===== config.mk =====
export PLATFORM = sky130hd
export DESIGN_NAME = ghcb_back
export DESIGN_NICKNAME = d
export VERILOG_FILES = /design/src/sv/ghcb_pkg.sv /design/src/sv/ghcb_back.sv
export SDC_FILE = /design/constraint.sdc
export NUM_CORES = 1
export LEC_CHECK = 0
export ABC_AREA = 1
export BUFFER_PORTS_ARGS = -buffer_cell sky130_fd_sc_hd__clkbuf_2
export CORE_MARGIN = 1
export CORE_UTILIZATION = 53
export CTS_CLUSTER_DIAMETER = 200
export CTS_CLUSTER_SIZE = 16
export DETAILED_ROUTE_END_ITERATION = 10
export PLACE_DENSITY = 0.85
export RECOVER_POWER = 50
export SYNTH_ARGS = -nofsm -noshare
export SYNTH_HDL_FRONTEND = slang
export SYNTH_SLANG_ARGS = --single-unit

===== constraint.sdc =====
create_clock -name clk -period 9 [get_ports clk]
set_input_delay 0.9 -clock clk [delete_from_list [all_inputs] [get_ports clk]]
set_output_delay 0.9 -clock clk [all_outputs]
set_load 0.02 [all_outputs]

===== src/sv/ghcb_pkg.sv =====
// Shared types and constants for the gear hash chunk boundary unit.
`default_nettype none

package ghcb_pkg;

    // Fixed field widths
    localparam int HASH_BITS     = 64;
    localparam int OFFSET_BITS   = 40;
    localparam int LEN_BITS      = 24;
    localparam int LOG2_BITS     = 6;
    localparam int BYTE_BITS     = 8;
    localparam int TABLE_ENTRIES = 256;
    localparam int TABLE_AW      = $clog2(TABLE_ENTRIES);

    // Queue between front and back
    localparam int QUEUE_DEPTH = 4;
    localparam int QPTR_BITS   = $clog2(QUEUE_DEPTH);
    localparam int QCNT_BITS   = QPTR_BITS + 1;

    // Configuration register indexes
    localparam int CFG_IDX_BITS = 2;
    typedef enum logic [CFG_IDX_BITS-1:0] {
        CFG_MIN_CHUNK = 2'd0,
        CFG_AVG_LOG2  = 2'd1,
        CFG_MAX_CHUNK = 2'd2
    } cfg_index_t;

    // Cut causes
    typedef enum logic [1:0] {
        CAUSE_CONTENT = 2'd0,
        CAUSE_MAX     = 2'd1,
        CAUSE_END     = 2'd2
    } cause_t;

    localparam logic [OFFSET_BITS-1:0] OFFSET_MAX = {OFFSET_BITS{1'b1}};

    // Data item after the table lookup
    typedef struct packed {
        logic [HASH_BITS-1:0] gear_word;
        logic                 end_of_data;
    } item_t;

    // Active configuration seen by the back end
    typedef struct packed {
        logic [LEN_BITS-1:0]  min_chunk_size;
        logic [LEN_BITS-1:0]  max_chunk_size;
        logic [HASH_BITS-1:0] cut_mask;
    } cfg_t;

    // Low-ones mask for the content test
    function automatic logic [HASH_BITS-1:0] low_mask(input logic [LOG2_BITS-1:0] bits);
        logic [HASH_BITS-1:0] one;
        one = {{(HASH_BITS-1){1'b0}}, 1'b1};
        return (one << bits) - one;
    endfunction

endpackage

`default_nettype wire


===== src/sv/ghcb_back.sv =====
// Back end: gear hash recurrence, cut decision and result register.
`default_nettype none

module ghcb_back
    import ghcb_pkg::*;
(
    input  wire logic                   clk,
    input  wire logic                   rst_n,
    input  wire cfg_t                   cfg,
    input  wire logic                   head_valid,
    input  wire item_t                  head_item,
    output logic                        pop,
    output logic                        out_valid,
    input  wire logic                   out_ready,
    output logic [OFFSET_BITS-1:0]      out_offset,
    output logic [LEN_BITS-1:0]         out_length,
    output cause_t                      out_cause,
    output logic [HASH_BITS-1:0]        out_hash
);

    logic [HASH_BITS-1:0]   hash_reg,  hash_next;
    logic [LEN_BITS-1:0]    len_reg,   len_next;
    logic [OFFSET_BITS-1:0] start_reg;
    logic [OFFSET_BITS-1:0] pos_reg,   pos_next;
    logic                   out_valid_reg;
    logic [OFFSET_BITS-1:0] out_offset_reg;
    logic [LEN_BITS-1:0]    out_length_reg;
    cause_t                 out_cause_reg;
    logic [HASH_BITS-1:0]   out_hash_reg;
    logic                   content, at_max, cut;
    cause_t                 cause;

    // Take the next item whenever the result slot is free or draining
    assign pop = head_valid && (!out_valid_reg || out_ready);

    // Hash, length and position for this byte
    always_comb
    begin
        hash_next = {hash_reg[HASH_BITS-2:0], 1'b0} + head_item.gear_word;
        len_next  = len_reg + 1'b1;
        pos_next  = (pos_reg == OFFSET_MAX) ? pos_reg : pos_reg + 1'b1;
        content   = (len_next >= cfg.min_chunk_size) && ((hash_next & cfg.cut_mask) == '0);
        at_max    = len_next >= cfg.max_chunk_size;
        cut       = content || at_max || head_item.end_of_data;
        if (content)
        begin
            cause = CAUSE_CONTENT;
        end
        else if (at_max)
        begin
            cause = CAUSE_MAX;
        end
        else
        begin
            cause = CAUSE_END;
        end
    end

    // Chunk state
    always_ff @(posedge clk or negedge rst_n)
    begin
        if (!rst_n)
        begin
            hash_reg  <= '0;
            len_reg   <= '0;
            start_reg <= '0;
            pos_reg   <= '0;
        end
        else if (pop)
        begin
            pos_reg <= pos_next;
            if (cut)
            begin
                hash_reg  <= '0;
                len_reg   <= '0;
                start_reg <= pos_next;
            end
            else
            begin
                hash_reg <= hash_next;
                len_reg  <= len_next;
            end
        end
    end

    // Result register
    always_ff @(posedge clk or negedge rst_n)
    begin
        if (!rst_n)
        begin
            out_valid_reg <= 1'b0;
        end
        else if (pop && cut)
        begin
            out_valid_reg <= 1'b1;
        end
        else if (out_ready)
        begin
            out_valid_reg <= 1'b0;
        end
    end

    always_ff @(posedge clk)
    begin
        if (pop && cut)
        begin
            out_offset_reg <= start_reg;
            out_length_reg <= len_next;
            out_cause_reg  <= cause;
            out_hash_reg   <= hash_next;
        end
    end

    assign out_valid  = out_valid_reg;
    assign out_offset = out_offset_reg;
    assign out_length = out_length_reg;
    assign out_cause  = out_cause_reg;
    assign out_hash   = out_hash_reg;

endmodule

`default_nettype wire


==> flow_summary.json <==
{
  "synth-seq-area-share": 0.4150,
  "grt_overflow": 0,
  "cp-end-kind": "register",
  "drive_gt1_frac": 0.07863,
  "hold_path.class": "reg -> reg",
  "globalRouteMet1Util": 0.4316,
  "syn_area_um2": 19530,
  "fp.dieH_um": 194.0,
  "cts_setup_buffers": 0,
  "antenna_found_initial": 2,
  "cts_buffers": 22,
  "rsz0062_at_grt": "false",
  "die_width_um": 194.0,
  "status": "finished with violations",
  "clockBufferDepth": 3,
  "largest_reg_flops": 64,
  "yosysTopAreaCellShare": 0.2152,
  "grt.met2_usage": 0.5461,
  "cts.clk_slew.worst_paths_ps": 70,
  "r2r_setup_slack_ps": 1990,
  "post-route-min-period_ps": 7005,
  "final_common_cell": "nand2_1",
  "p_leak_uw": 0.01140,
  "ys_ff_latch": 298,
  "cts_hold_buffers": 0,
  "top_usage_layer": "met2",
  "hold_viol": 0,
  "wire_per_inst_um": 17.72,
  "grt_pass1_wl_mm": 96.59,
  "grt_max_degree": 116,
  "tightest_slew_ps": 4124,
  "die-area_um2": 37630,
  "synthCells": 2706,
  "h-tree-depth": 1,
  "final_cell_mix": "nand2_1 (981), inv_1 (438), nand3_1 (180), clkbuf_2 (177)",
  "violations": "capacitance limit, slew limit",
  "async_reset_ff_frac": 0.5638,
  "initialDrtViolationCount": 1559,
  "drc": 0,
  "grt_usage": 0.3246,
  "synth_top_area_cell": "dfrtp_1",
  "coreArea_um2": 35910,
  "row_count": 69,
  "synth_nets": 3000,
  "slew_viol_final": 173,
  "max_slew_margin": -1.750,
  "cp.arrival_ps": 7180,
  "synthTopCellsByArea": "dfrtp_1 (22%), edfxtp_1 (20%), nand2_1 (19%)",
  "crit_required_ps": 9170,
  "grt_pass1_vias": 18290,
  "synth_ff_type": "dfrtp_1",
  "totalWireLength_mm": 61.60,
  "ir_drop_v": 0.0001962,
  "clock_latency_ps": 580,
  "hpwl_mm": 48.54,
  "final-setup-viol-count": 0,
  "use_met3": 0.04418,
  "io-pin-count": 313,
  "cp_max_fo": 82,
  "max_freq_mhz": 142.8,
  "cts_resized": 0,
  "area_growth_pct": 12.43,
  "portBuffers": 312,
  "max_cap_viol_count": 3,
  "synth-edff-count": 130,
  "cts_tree": "built",
  "gp_congestion": 1.069,
  "postLayoutCoreUtil": 0.6115,
  "nets": 3292,
  "vias": 18880,
  "crit_type": "reg -> reg",
  "cts_sinks": 298,
  "power_density_nw_per_um2": 236.5,
  "synth.avg_cell_area_um2": 7.219,
  "finalSetupTns_ps": 0,
  "drt_first_pass_iters": 6,
  "yosys_warnings": 0,
  "startpoint_type": "register",
  "period_share": 0.7783,
  "ant_nets": 0,
  "start_util": 0.5439,
  "vias_per_cell": 5.429,
  "clock_skew_ps": 43.66,
  "ys_types": 43,
  "ctsRootBufferMaster": "clkbuf_16"
}
[power by group]
part	switching (uW)	internal (uW)	total, uW
clock	501	465	966
combinational	1610	714	2330
sequential	154	1750	1900
[worst max-delay path, cell delays in order (launching register included)]
cell	delay, ps
dfrtp_1	440
ha_1	270
nand4_1	170
nor3_1	440
nand3_1	180
nor3_1	350
nand3_1	130
inv_1	90
nand3_1	120
nor2_1	160
nand3_1	110
xor2_1	210
ha_1	300
nand2_1	50
inv_1	80
nand3_1	90
nor3_1	300
nand3_1	120
nand3_1	90
a31oi_1	80
nor2_1	150
nand3_1	180
nand3_4	350
nand2_2	600
inv_6	840
buf_4	650
[cells by family (layout without fill, tap and decap cells)]
logic type | Yosys count | after routing | share of synthesized area
xor+xnor | 56 | 56 | 0.02511
simple gates | 1509 | 1509 | 0.3261
fa+ha+maj | 113 | 113 | 0.07276
compound gates | 235 | 235 | 0.06354
other cells | 0 | 2 | 0
flops | 298 | 298 | 0.4150
buf+inv | 495 | 803 | 0.09742
[cell usage after synthesis, types with 2 or more instances]
cell type  count
nand2_2        5
a31oi_1        3
inv_2          5
nor3_2         6
o21bai_1       4
ha_1         112
or2_2          4
nand3b_1      26
nand3_1      179
nand2_1      980
nand3_2        3
buf_2         12
nor4_1         4
buf_4          2
dfrtp_1      168
nor2_1       168
xor2_1        53
nor3_1        41
a21oi_1       76
and2_1        56
edfxtp_1     130
o221ai_1       3
o22ai_1       22
o21a_1         2
o21ai_0      121
inv_1        439
clkbuf_1      32
nor2_2         9
xnor2_1        3
nand4_1       23
buf_6          3
[path summary, 6_finish.rpt]
| path | start | to | depth (start not counted) |
|---|---|---|---|
| hold / removal | start_reg[31]$_DFFE_PN0P_ | out_offset[31]$_DFFE_PP_ | 0 |
| max in group asynchronous | rst_n | pos_reg[23]$_DFFE_PN0P_ | 2 |
| hold reg to reg | start_reg[31]$_DFFE_PN0P_ | out_offset[31]$_DFFE_PP_ | 0 |
| setup / recovery | len_reg[0]$_DFFE_PN0P_ | out_hash[34]$_DFFE_PP_ | 25 |
| setup reg to reg | len_reg[0]$_DFFE_PN0P_ | out_hash[34]$_DFFE_PP_ | 25 |
| min in group asynchronous | rst_n | hash_reg[20]$_DFFE_PN0P_ | 1 |
[area by class of cell]
type / instances / area (um^2)
fillers: 3349 / 13950
multi-input cells: 1913 / 9527
flip-flops and latches: 298 / 8108
inverters: 445 / 1680
repair buffers: 318 / 1430
clock buffers: 38 / 610.6
well taps: 461 / 576.8
clock inverters: 2 / 25.02
diodes: 2 / 5.005
[stage by stage]
stage	setup slack [ps]	area, um^2	hold slack [ps]	cells	power [uW]
floorplan	2351	19540	425.3	2706	3458
global placement	2472	21520	432.1	3435	4163
detailed placement	2093	21520	434.8	3435	4214
CTS	2079	22160	241.1	3475	5179
finish	1995	21960	452.6	3477	5195
global route	1430	21960	464.1	3477	5525
[per-layer routing]
layer | part of all wire | up-vias | wire length [um]
li1 | - | 9129 | -
met1 | 0.43 | 8793 | 26200
met2 | 0.47 | 844 | 28740
met3 | 0.077 | 112 | 4727
met4 | 0.031 | 0 | 1929
met5 | 0 | - | 0
Power figures use the tool's default switching activity.
