==> src/sv/ghcb_pkg.sv <==
// Shared types and constants for the gear hash chunk boundary unit.
`default_nettype none

package ghcb_pkg;

    // Fixed field widths
    localparam int HASH_BITS     = 64;
    localparam int OFFSET_BITS   = 40;
    localparam int LEN_BITS      = 24;
    localparam int LOG2_BITS     = 6;
    localparam int BYTE_BITS     = 8;
    localparam int TABLE_ENTRIES = 256;
    localparam int TABLE_AW      = $clog2(TABLE_ENTRIES);

    // Queue between front and back
    localparam int QUEUE_DEPTH = 4;
    localparam int QPTR_BITS   = $clog2(QUEUE_DEPTH);
    localparam int QCNT_BITS   = QPTR_BITS + 1;

    // Configuration register indexes
    localparam int CFG_IDX_BITS = 2;
    typedef enum logic [CFG_IDX_BITS-1:0] {
        CFG_MIN_CHUNK = 2'd0,
        CFG_AVG_LOG2  = 2'd1,
        CFG_MAX_CHUNK = 2'd2
    } cfg_index_t;

    // Cut causes
    typedef enum logic [1:0] {
        CAUSE_CONTENT = 2'd0,
        CAUSE_MAX     = 2'd1,
        CAUSE_END     = 2'd2
    } cause_t;

    localparam logic [OFFSET_BITS-1:0] OFFSET_MAX = {OFFSET_BITS{1'b1}};

    // Data item after the table lookup
    typedef struct packed {
        logic [HASH_BITS-1:0] gear_word;
        logic                 end_of_data;
    } item_t;

    // Active configuration seen by the back end
    typedef struct packed {
        logic [LEN_BITS-1:0]  min_chunk_size;
        logic [LEN_BITS-1:0]  max_chunk_size;
        logic [HASH_BITS-1:0] cut_mask;
    } cfg_t;

    // Low-ones mask for the content test
    function automatic logic [HASH_BITS-1:0] low_mask(input logic [LOG2_BITS-1:0] bits);
        logic [HASH_BITS-1:0] one;
        one = {{(HASH_BITS-1){1'b0}}, 1'b1};
        return (one << bits) - one;
    endfunction

endpackage

`default_nettype wire

==> src/sv/ghcb_queue.sv <==
// Short queue of looked-up items between front and back.
`default_nettype none

module ghcb_queue
    import ghcb_pkg::*;
(
    input  wire logic                 clk,
    input  wire logic                 rst_n,
    input  wire logic                 push,
    input  wire item_t                push_item,
    input  wire logic                 pop,
    output logic                      head_valid,
    output item_t                     head_item,
    output logic [QCNT_BITS-1:0]      count
);

    item_t                entry_reg [QUEUE_DEPTH];
    logic [QPTR_BITS-1:0] wr_ptr_reg;
    logic [QPTR_BITS-1:0] rd_ptr_reg;
    logic [QCNT_BITS-1:0] count_reg;
    logic                 do_pop;

    assign head_valid = count_reg != '0;
    assign head_item  = entry_reg[rd_ptr_reg];
    assign count      = count_reg;
    assign do_pop     = pop && head_valid;

    // Storage
    always_ff @(posedge clk)
    begin
        if (push)
        begin
            entry_reg[wr_ptr_reg] <= push_item;
        end
    end

    // Pointers and fill count
    always_ff @(posedge clk or negedge rst_n)
    begin
        if (!rst_n)
        begin
            wr_ptr_reg <= '0;
            rd_ptr_reg <= '0;
            count_reg  <= '0;
        end
        else
        begin
            if (push)
            begin
                wr_ptr_reg <= wr_ptr_reg + 1'b1;
            end
            if (do_pop)
            begin
                rd_ptr_reg <= rd_ptr_reg + 1'b1;
            end
            if (push && !do_pop)
            begin
                count_reg <= count_reg + 1'b1;
            end
            else if (!push && do_pop)
            begin
                count_reg <= count_reg - 1'b1;
            end
        end
    end

endmodule

`default_nettype wire

==> config.mk <==
export PLATFORM = sky130hd
export DESIGN_NAME = ghcb_queue
export DESIGN_NICKNAME = d
export VERILOG_FILES = /design/src/sv/ghcb_pkg.sv /design/src/sv/ghcb_queue.sv
export SDC_FILE = /design/constraint.sdc
export NUM_CORES = 1
export LEC_CHECK = 0
export BUFFER_PORTS_ARGS = -buffer_cell sky130_fd_sc_hd__buf_4
export CORE_UTILIZATION = 55
export DETAILED_ROUTE_END_ITERATION = 16
export PLACE_DENSITY_LB_ADDON = 0.1
export SYNTH_ARGS = -nofsm -noshare
export SYNTH_HDL_FRONTEND = slang
export SYNTH_SLANG_ARGS = --single-unit
==> constraint.sdc <==
create_clock -name clk -period 7.05 [get_ports clk]
set_input_delay 0.705 -clock clk [delete_from_list [all_inputs] [get_ports clk]]
set_output_delay 0.705 -clock clk [all_outputs]
set_load 0.02 [all_outputs]
==> results by group, run 1 <==
Run status
  – Outcome: finished clean

CTS
  – # H-tree levels: 1
  – Clk buf depth: 3
  – Worst-Skew Late Latency: 0.51 ns
  – Clock Tree Root: clkbuf_16
  – Clock Pin Slew Worst Setup and Hold Paths: 0.06 ns
  – TritonCTS clock tree: built
  – # resized after CTS: 0
  – Sink Count: 267
  – Setup Fix Bufs, Post-CTS: 0
  – # hold bufs at CTS: 1
  – Clock buffer count from CTS: 27

STA
  – Slew Viols, Final: 0
  – TNS Setup: 0 ns
  – Worst slew margin: 0.319
  – Tightest Pin Transition: 1.02 ns
  – Final-report hold violation count: 0
  – # setup viols final: 0
  – Minimum hold slack: 0.395 ns
  – Final Cycle Share: 0.511
  – Unrepaired setup endpoints after global routing: no
  – Post-layout min period: 3.60 ns
  – Final clock skew: 0.00614 ns
  – Fmax: 277 MHz

Floorplanning
  – Starting density of the core: 0.565
  – Boundary Pins: 138
  – Die Ht: 136 um
  – Core ar.: 0.0174 sq mm
  – Die area: 0.0184 sq mm
  – FP Rows: 48
  – Die W: 136 um

Worst setup path
  – Required @ worst endpoint: 6.34 ns
  – Critical path arrival: 2.90 ns
  – Setup CP Type: flop to output pin
  – Slowest cell on crit path: dfrtp_4
  – Setup crit start kind: flop
  – CP max FO: 39
  – Most used cell, CP: buf_4
  – Largest stage delay, worst path: 0.82 ns
  – Worst Setup End Kind: output pin
  – CP Cell Sequence: buf_4 -> mux4_2 -> buf_4

Layout
  – Commonest non-fill, non-tap cells in the layout: edfxtp_1, buf_4, mux4_2
  – Largest register FFs: 260
  – Share of layout cells above drive strength 1: 0.444
  – Finished Core Util: 0.681
  – Inserted Diodes: 0
  – Commonest non-fill, non-tap cell in the layout: edfxtp_1
  – Nets: 601
  – Fillers: 1083
  – Area growth syn-to-layout: 20.5%

Synthesis
  – FF+latch count, synth: 267
  – Mapped Nets: 448
  – Synth Instances: 373
  – Synth cell types: 20
  – Mapped Area: 0.00980 sq mm
  – Avg Cell Area, Syn: 26.3 sq um
  – Total number of yosys warnings: 0
  – Post-synthesis sequential area ratio: 0.814

Drt
  – DR pass1 iterations: 4
  – WL/cell: 21.5 um
  – Total wire length: 16.6 mm
  – Via count: 4286
  – Iteration-0 DRC Markers: 207
  – Residual DRC count: 0
  – ANT nets after route: 0
  – Drt via density: 5.57

Global routing
  – First-pass GRT wire length: 25.4 mm
  – Largest net degree at the start of global routing: 67
  – Total grt overflow: 0
  – Antenna violations before repair: 0
  – Vias in the first global route: 4639
  – Total GRT Usage: 0.188

Power and ir drop
  – Design Power: 5.16 mW
  – Pleak: 4.06 nW
  – Power Density: 437 mW/mm^2
  – VDD IR max: 265 uV

Worst hold path
  – HP Class: input port to flop

Run
  – MaxCap Viol Count: 0

Placement
  – Count of buffers from port buffering: 137
  – Routability Congestion: 0.737
## through the flow
step | cells | area, sq um | worst slack, ns
floorplan | 373 | 9800 | 4.39
global placement | 721 | 11000 | 3.86
detailed placement | 721 | 11000 | 3.87
CTS | 770 | 11800 | 3.31
global route | 770 | 11800 | 3.18
finish | 770 | 11800 | 3.45
## logic make-up (layout without fill, tap and decap cells)
family                     count (synthesis)  in the layout  share of synthesized area
buffers and inverters                     18            190                     0.0161
DFF                                      267            267                      0.814
adders and majority gates                  6              6                    0.00842
and+or+nand+nor                            9              9                    0.00485
muxes                                     66             66                      0.150
AOI/OAI and AO/OA                          1              1                   0.000510
xor gates and xnor gates                   6              6                    0.00536
## synthesized netlist by cell type
library cell	count	area share
edfxtp_1	260	0.80
mux4_2	65	0.15
dfrtp_1	7	0.018
buf_2	5	0.0026
ha_1	5	0.0064
and2_1	4	0.0026
buf_12	4	0.0082
buf_4	3	0.0023
inv_1	3	0.0011
xnor2_1	3	0.0027
xor2_1	3	0.0027
clkbuf_1	2	0.00077
nand2_1	2	0.00077
buf_6	1	0.0011
fa_1	1	0.0020
mux2_2	1	0.0011
nand3_1	1	0.00051
nor2_1	1	0.00038
o21ai_0	1	0.00051
or3_1	1	0.00064
## worst paths after layout
check                      depth (start not counted)                to  slack, ns           from
max                                                3     head_item[13]       3.45  rd_ptr_reg[0]
min                                                1  entry_reg[1][53]       0.40  push_item[53]
max reg2reg                                        8          count[2]       4.84       count[0]
min reg2reg                                        1          count[2]       0.52       count[2]
max in group asynchronous                          2     rd_ptr_reg[0]       6.36          rst_n
min in group asynchronous                          2          count[1]       0.55          rst_n
## report_power, final
part | internal [mW] | switching (mW)
Sequential | 2.09 | 0.205
Combinational | 0.762 | 0.809
Clock | 0.766 | 0.534
Total | 3.61 | 1.55
## layout make-up
type | count | area, sq um | share of cell area
inverter | 3 | 11.3 | 0.000953
multi-input combinational | 88 | 1670 | 0.142
clock inverter | 17 | 120 | 0.0102
tap | 225 | 282 | 0.0238
clock buffer | 31 | 691 | 0.0585
sequential | 267 | 7990 | 0.676
timing repair buffer | 139 | 1050 | 0.0885
## metal layers
layer | track usage | vias to the layer above | share of wire
met5 | 0 | - | 0
met4 | 0.0512 | 0 | 0.015
met3 | 0.0471 | 19 | 0.065
met2 | 0.312 | 130 | 0.50
met1 | 0.250 | 2236 | 0.42
li1 | - | 1901 | -
## worst max-delay path, delay by kind of cell (launching register included)
family	cells	cell delay [ns]
buffers and inverters	2	0.94
multiplexers	1	0.62
flip-flops	1	0.82
(Power assumes the default switching activity.)
==> inputs of run 2 (changes only) <==
ABC_AREA = 1   (was unset)
clock period = 3.6 ns   (was 7.05 ns; I/O delays follow)
==> results by group, run 2 <==
CTS
  – Worst-Skew Late Latency: 0.52 ns (about the same)
  – Clock buffer count from CTS: 26 (-3.7%)
  – # resized after CTS: 0 (unchanged)
  – Clock Tree Root: clkbuf_16
  – Setup Fix Bufs, Post-CTS: 0 (unchanged)
  – TritonCTS clock tree: built
  – Clk buf depth: 3 (unchanged)
  – Clock Pin Slew Worst Setup and Hold Paths: 0.06 ns (about the same)
  – Sink Count: 267 (unchanged)
  – # hold bufs at CTS: 1 (unchanged)
  – # H-tree levels: 1 (unchanged)

Layout
  – Largest register FFs: 260 (unchanged)
  – Share of layout cells above drive strength 1: 0.192 (-0.252)
  – Final instance area: 0.0127 sq mm (+7.4%)
  – Fillers: 1349 (+25%)
  – Nets: 1022 (+70%)
  – Finished Core Util: 0.674 (-0.00656)
  – Commonest non-fill, non-tap cells in the layout: edfxtp_1, nand2_1, buf_4
  – Commonest non-fill, non-tap cell in the layout: edfxtp_1
  – Layout Cells excl Fill: 1225 (+59%)
  – Inserted Diodes: 0 (unchanged)
  – Area growth syn-to-layout: 19.2%

STA
  – Worst slew margin: 0.410 (+0.0908)
  – Minimum hold slack: 0.0412 ns (-0.354 ns)
  – Post-layout min period: 2.76 ns
  – TNS Setup: 0 ns (unchanged)
  – Unrepaired setup endpoints after global routing: no
  – Slew Viols, Final: 0 (unchanged)
  – Setup ws final: 0.842 ns (-2.60 ns)
  – Final clock skew: 0.00898 ns (+0.00284 ns)
  – Final Cycle Share: 0.766
  – Fmax: 363 MHz
  – # setup viols final: 0 (unchanged)
  – Tightest Pin Transition: 0.883 ns (-0.138 ns)
  – Final-report hold violation count: 0 (unchanged)

Drt
  – WL/cell: 16.7 um (-23%)
  – Iteration-0 DRC Markers: 382 (+85%)
  – Met2 WL: 10.3 mm (+23%)
  – Via count: 6327 (+48%)
  – Top Metal Used: met4
  – Wl on met1: 8.31 mm (+21%)
  – DR WL met3: 1.32 mm (+23%)
  – Drt via density: 5.16 (-7.2%)
  – ANT nets after route: 0 (unchanged)
  – Residual DRC count: 0 (unchanged)
  – DR pass1 iterations: 5 (+1)
  – Total wire length: 20.4 mm (+23%)

Power and ir drop
  – Internal power: 6.85 mW (+90%)
  – Sequential share of power: 0.394 (-0.050)
  – Comb pwr share: 0.383 (+0.079)
  – Pleak: 5.15 nW (+27%)
  – VDD IR max: 456 uV (+72%)
  – Design Power: 10.7 mW (+110%)
  – Switching portion of total power: 0.361 (+0.0614)
  – Clock Power Share: 0.222 (-0.030)
  – Power Density: 845 mW/mm^2 (+93%)
  – Sw Pwr: 3.87 mW (+150%)

Worst setup path
  – Worst Setup End Kind: output pin
  – Required @ worst endpoint: 3.24 ns (-3.10 ns)
  – CP max FO: 98 (+150%)
  – Setup CP Type: flop to output pin
  – Setup crit start kind: flop
  – Critical path arrival: 2.40 ns (-0.50 ns)

Synthesis
  – Most frequent cell after synthesis: edfxtp_1
  – FF+latch count, synth: 267 (unchanged)
  – Total number of yosys warnings: 0 (unchanged)
  – Mapped Nets: 887 (+98%)
  – Largest cells by area after synthesis: edfxtp_1, o211ai_1, nand2_1
  – EDFF count, synth: 260 (unchanged)
  – Post-synth top flop: edfxtp_1
  – Synth cell types: 19 (-5.0%)
  – Synth Instances: 812 (+120%)
  – Async SR Flop Fraction: 0.0262 (unchanged)
  – Post-synthesis sequential area ratio: 0.750 (-0.0648)
  – Mapped Area: 0.0107 sq mm (+8.6%)
  – Synth cell count leaders: edfxtp_1, nand2_1, inv_1, o211ai_1, buf_2
  – Top cell type's share of synthesized area: 0.733 (-0.0633)
  – Synth area leader: edfxtp_1
  – Avg Cell Area, Syn: 13.1 sq um (-50%)

Placement
  – Pre-CTS setup slack: 1.38 ns (-2.49 ns)
  – Placement Cell Area: 0.0119 sq mm (+8.6%)
  – Cells after DPL: 1178 (+63%)
  – Routability Congestion: 0.711 (-3.6%)
  – Post-DP HPWL: 12.0 mm
  – Count of buffers from port buffering: 137 (unchanged)

Worst hold path
  – HP Class: input port to flop

Floorplanning
  – Die W: 141 um (+4.2%)
  – Boundary Pins: 138 (unchanged)
  – Core ar.: 0.0188 sq mm (+8.5%)
  – Die area: 0.0199 sq mm (+8.5%)
  – Starting density of the core: 0.566 (+0.000775)
  – FP Rows: 50 (+4.2%)
  – Die Ht: 141 um (+4.2%)

Global routing
  – Total grt overflow: 0 (unchanged)
  – First-pass GRT wire length: 32.3 mm (+27%)
  – Vias in the first global route: 6474 (+40%)
  – Antenna violations before repair: 0 (unchanged)
  – Largest net degree at the start of global routing: 99 (+48%)
  – Total GRT Usage: 0.212 (+0.0238)

Run status
  – Outcome: finished clean

Run
  – MaxCap Viol Count: 0 (unchanged)
## run 2: critical path, stage by stage, from the launching register on
cell and delay (ns):
dfrtp_1 0.43, inv_6 0.50, buf_12 0.41, nand2_1 0.10, o211ai_1 0.10, nand2_1 0.10
buf_4 0.16
## run 2: layer usage
layer	vias to the layer above	global-route usage
met5	-	0
met3	32	0.0431
met1	3017	0.263
met4	0	0.0830
met2	175	0.366
li1	3103	-
## run 2: worst paths after layout
check	cells past startpoint	to	slack, ns	from
worst max-delay path	6	head_item[19]	0.84	rd_ptr_reg[0]
worst min-delay path	1	entry_reg[2][41]	0.04	push_item[41]
worst max register to register	5	entry_reg[1][0]	1.59	wr_ptr_reg[1]
worst min register to register	2	count[2]	0.52	count[2]
max in group asynchronous	2	rd_ptr_reg[1]	3.26	rst_n
min in group asynchronous	2	count[1]	0.20	rst_n
## run 2: final cells by class
cell class / instances / area [sq um] / area share
timing repair buffer: 150 / 1180 / 0.0929
clock inverter: 11 / 43.8 / 0.00345
sequential: 267 / 7980 / 0.629
multi-input combinational: 359 / 1910 / 0.151
inverter: 143 / 542 / 0.0427
clock buffer: 35 / 706 / 0.0556
tap: 260 / 325 / 0.0256
## run 2: cells by family (layout without fill, tap and decap cells)
kind of cell / Yosys count / after routing / share of synthesized area
flops: 267 / 267 / 0.750
simple gates: 220 / 220 / 0.0781
buf+inv: 186 / 339 / 0.0708
compound gates: 131 / 131 / 0.0921
fa+ha+maj: 6 / 6 / 0.00775
xor+xnor: 2 / 2 / 0.00165
## run 2: power groups by stage
| stage | Clock [mW] | Sequential (mW) | Combinational [mW] |
|---|---|---|---|
| detailed placement | 0 | 4.30 | 4.16 |
| floorplan | 0 | 4.30 | 2.59 |
| global route | 2.56 | 4.28 | 4.50 |
| CTS | 2.45 | 4.23 | 4.17 |
| global placement | 0 | 4.26 | 4.06 |
| finish | 2.39 | 4.23 | 4.11 |
==> inputs of run 3 (changes only) <==
ABC_AREA = 0   (was 1)
clock period = 2.8 ns   (was 3.6 ns; I/O delays follow)
==> results by group, run 3 (synthesized netlist as in run 1, its figures left out) <==
Global routing
  – Top Usage Layer GRT: met2
  – GR Util met3: 0.0483 (+0.00512)
  – Antenna violations before repair: 0 (unchanged)
  – GR Util met2: 0.333 (-0.0333)
  – First-pass GRT wire length: 26.7 mm (-17%)
  – GR Util met1: 0.258 (-0.00497)
  – Vias in the first global route: 4997 (-23%)
  – Total grt overflow: 0 (unchanged)
  – Total GRT Usage: 0.197 (-0.0150)
  – Largest net degree at the start of global routing: 38 (-62%)

Layout
  – Area growth syn-to-layout: 29.1%
  – Largest register FFs: 260 (unchanged)
  – Share of layout cells above drive strength 1: 0.413 (+0.221)
  – Final instance area: 0.0127 sq mm (-0.28%)
  – Commonest non-fill, non-tap cell in the layout: edfxtp_1
  – Finished Core Util: 0.729 (+0.0552)
  – Fillers: 1053 (-22%)
  – Storage element area: 0.00799 sq mm (about the same)
  – Nets: 680 (-33%)
  – Inserted Diodes: 0 (unchanged)
  – Multi-input gate area: 0.00167 sq mm (-13%)
  – Commonest non-fill, non-tap cells in the layout: edfxtp_1, buf_4, dlygate4sd3_1

STA
  – Tightest Pin Transition: 0.547 ns (-0.336 ns)
  – Final-report hold violation count: 0 (unchanged)
  – TNS Setup: 0 ns (unchanged)
  – Slew Viols, Final: 0 (unchanged)
  – Post-layout min period: 2.59 ns
  – Unrepaired setup endpoints after global routing: no
  – Worst slew margin: 0.635 (+0.225)
  – Fmax: 386 MHz
  – # setup viols final: 0 (unchanged)
  – Final Cycle Share: 0.925
  – Final clock skew: 0.0187 ns (+0.00967 ns)

Worst hold path
  – Worst Hold Path Cells: 3 (+2)
  – HP Class: input port to flop

Drt
  – WL/cell: 20.5 um (+23%)
  – Via count: 4581 (-28%)
  – ANT nets after route: 0 (unchanged)
  – Total wire length: 17.4 mm (-15%)
  – Iteration-0 DRC Markers: 306 (-20%)
  – Residual DRC count: 0 (unchanged)
  – Drt via density: 5.39 (+4.3%)
  – DR pass1 iterations: 6 (+1)

Power and ir drop
  – Design Power: 13.3 mW (+24%)
  – Pleak: 4.43 nW (-14%)
  – VDD IR max: 666 uV (+46%)
  – Power Density: 1050 mW/mm^2 (+25%)

Worst setup path
  – R2R depth: 8 (+3)
  – Critical path arrival: 2.31 ns (-0.09 ns)
  – Critical path buffer and inverter count: 2 (-1)
  – Delay-heaviest family, CP: flip-flops
  – CP max FO: 23 (-77%)
  – Setup crit start kind: flop
  – Largest stage delay, worst path: 0.74 ns (+0.24 ns)
  – Required @ worst endpoint: 2.52 ns (-0.72 ns)
  – Critical path depth in cells: 3 (-3)
  – Setup CP Type: flop to output pin
  – Worst Setup End Kind: output pin
  – Most used cell, CP: buf_4
  – Slowest cell on crit path: dfrtp_4
  – CP Cell Sequence: buf_4 -> mux4_2 -> buf_4

Placement
  – Post-DP HPWL: 10.2 mm (-15%)
  – Routability Congestion: 0.714 (+0.49%)
  – Count of buffers from port buffering: 137 (unchanged)
  – Placement Cell Area: 0.0111 sq mm (-6.6%)

CTS
  – Clk buf depth: 3 (unchanged)
  – Setup Fix Bufs, Post-CTS: 0 (unchanged)
  – Sink Count: 267 (unchanged)
  – Worst-Skew Late Latency: 0.53 ns (about the same)
  – # H-tree levels: 1 (unchanged)
  – # resized after CTS: 0 (unchanged)
  – TritonCTS clock tree: built
  – Clock Pin Slew Worst Setup and Hold Paths: 0.06 ns (about the same)
  – Clock Tree Root: clkbuf_16
  – Clock buffer count from CTS: 28 (+7.7%)

Run status
  – Outcome: finished clean

Floorplanning
  – Die W: 136 um (-4.0%)
  – Boundary Pins: 138 (unchanged)
  – Die area: 0.0184 sq mm (-7.8%)
  – Core ar.: 0.0174 sq mm (-7.8%)
  – Die Ht: 136 um (-4.0%)
  – FP Rows: 48 (-4.0%)
  – Starting density of the core: 0.565 (-0.000775)

Run
  – MaxCap Viol Count: 0 (unchanged)
[run 3: cell types whose count changed in the layout (fill, tap and decap cells not counted), moves of 2 or more]
cell	change
nand2_1	-213
inv_1	-134
o211ai_1	-130
dlygate4sd3_1	+66
mux4_2	+65
inv_2	-5
and2_4	+4
clkinv_1	-3
clkinv_2	+3
clkbuf_16	+2
dfrtp_4	+2
nand3_1	-2
xnor2_1	+2
xor2_1	+2
[run 3: path summary, 6_finish.rpt]
| path | endpoint | slack, ns | startpoint |
|---|---|---|---|
| max in group asynchronous | rd_ptr_reg[1] | 2.53 | rst_n |
| min reg2reg | count[2] | 0.53 | count[2] |
| max | head_item[18] | 0.21 | rd_ptr_reg[0] |
| min | rd_ptr_reg[1] | 0.05 | pop |
| min in group asynchronous | count[1] | 0.13 | rst_n |
| max reg2reg | count[2] | 0.67 | count[0] |
[run 3: final cells by class]
type / instances / share of cell area
Sequential cell: 267 / 0.631
Timing Repair Buffer: 217 / 0.147
Multi-Input combinational cell: 88 / 0.132
Clock buffer: 37 / 0.0597
Tap cell: 225 / 0.0222
Clock inverter: 13 / 0.00682
Inverter: 3 / 0.000890
[run 3: report_power, final]
part	leakage, nW	switching (mW)	internal (mW)
registers	2.47	0.393	5.24
clock network	0.414	1.38	1.98
logic	1.55	2.23	2.12
[run 3: layer usage]
layer,share of wire,up-vias
met5,0,-
met3,0.060,27
met2,0.51,135
li1,-,2059
met1,0.41,2360
met4,0.017,0
[run 3: what timing repair did]
action,4_1_cts,5_1_grt
setup endpoints to repair,0,0
hold buffers,67,0
endpoints found under the hold margin,268,0
[run 3: per-stage QoR]
stage	hold WS, ns	worst slack [ns]	std cells
6_report	0.0516	0.210	850
5_1_grt	0.0518	0.0646	850
4_1_cts	0.0359	0.158	850
3_5_place_dp	0.0991	0.647	733
3_3_place_gp	0.0951	0.724	733
2_1_floorplan	-0.0156	0.227	373
[run 3: tightest hold or removal path: stages]
cell and delay, ns:
buf_4 0.11, nand3_1 0.08, xnor2_1 0.06
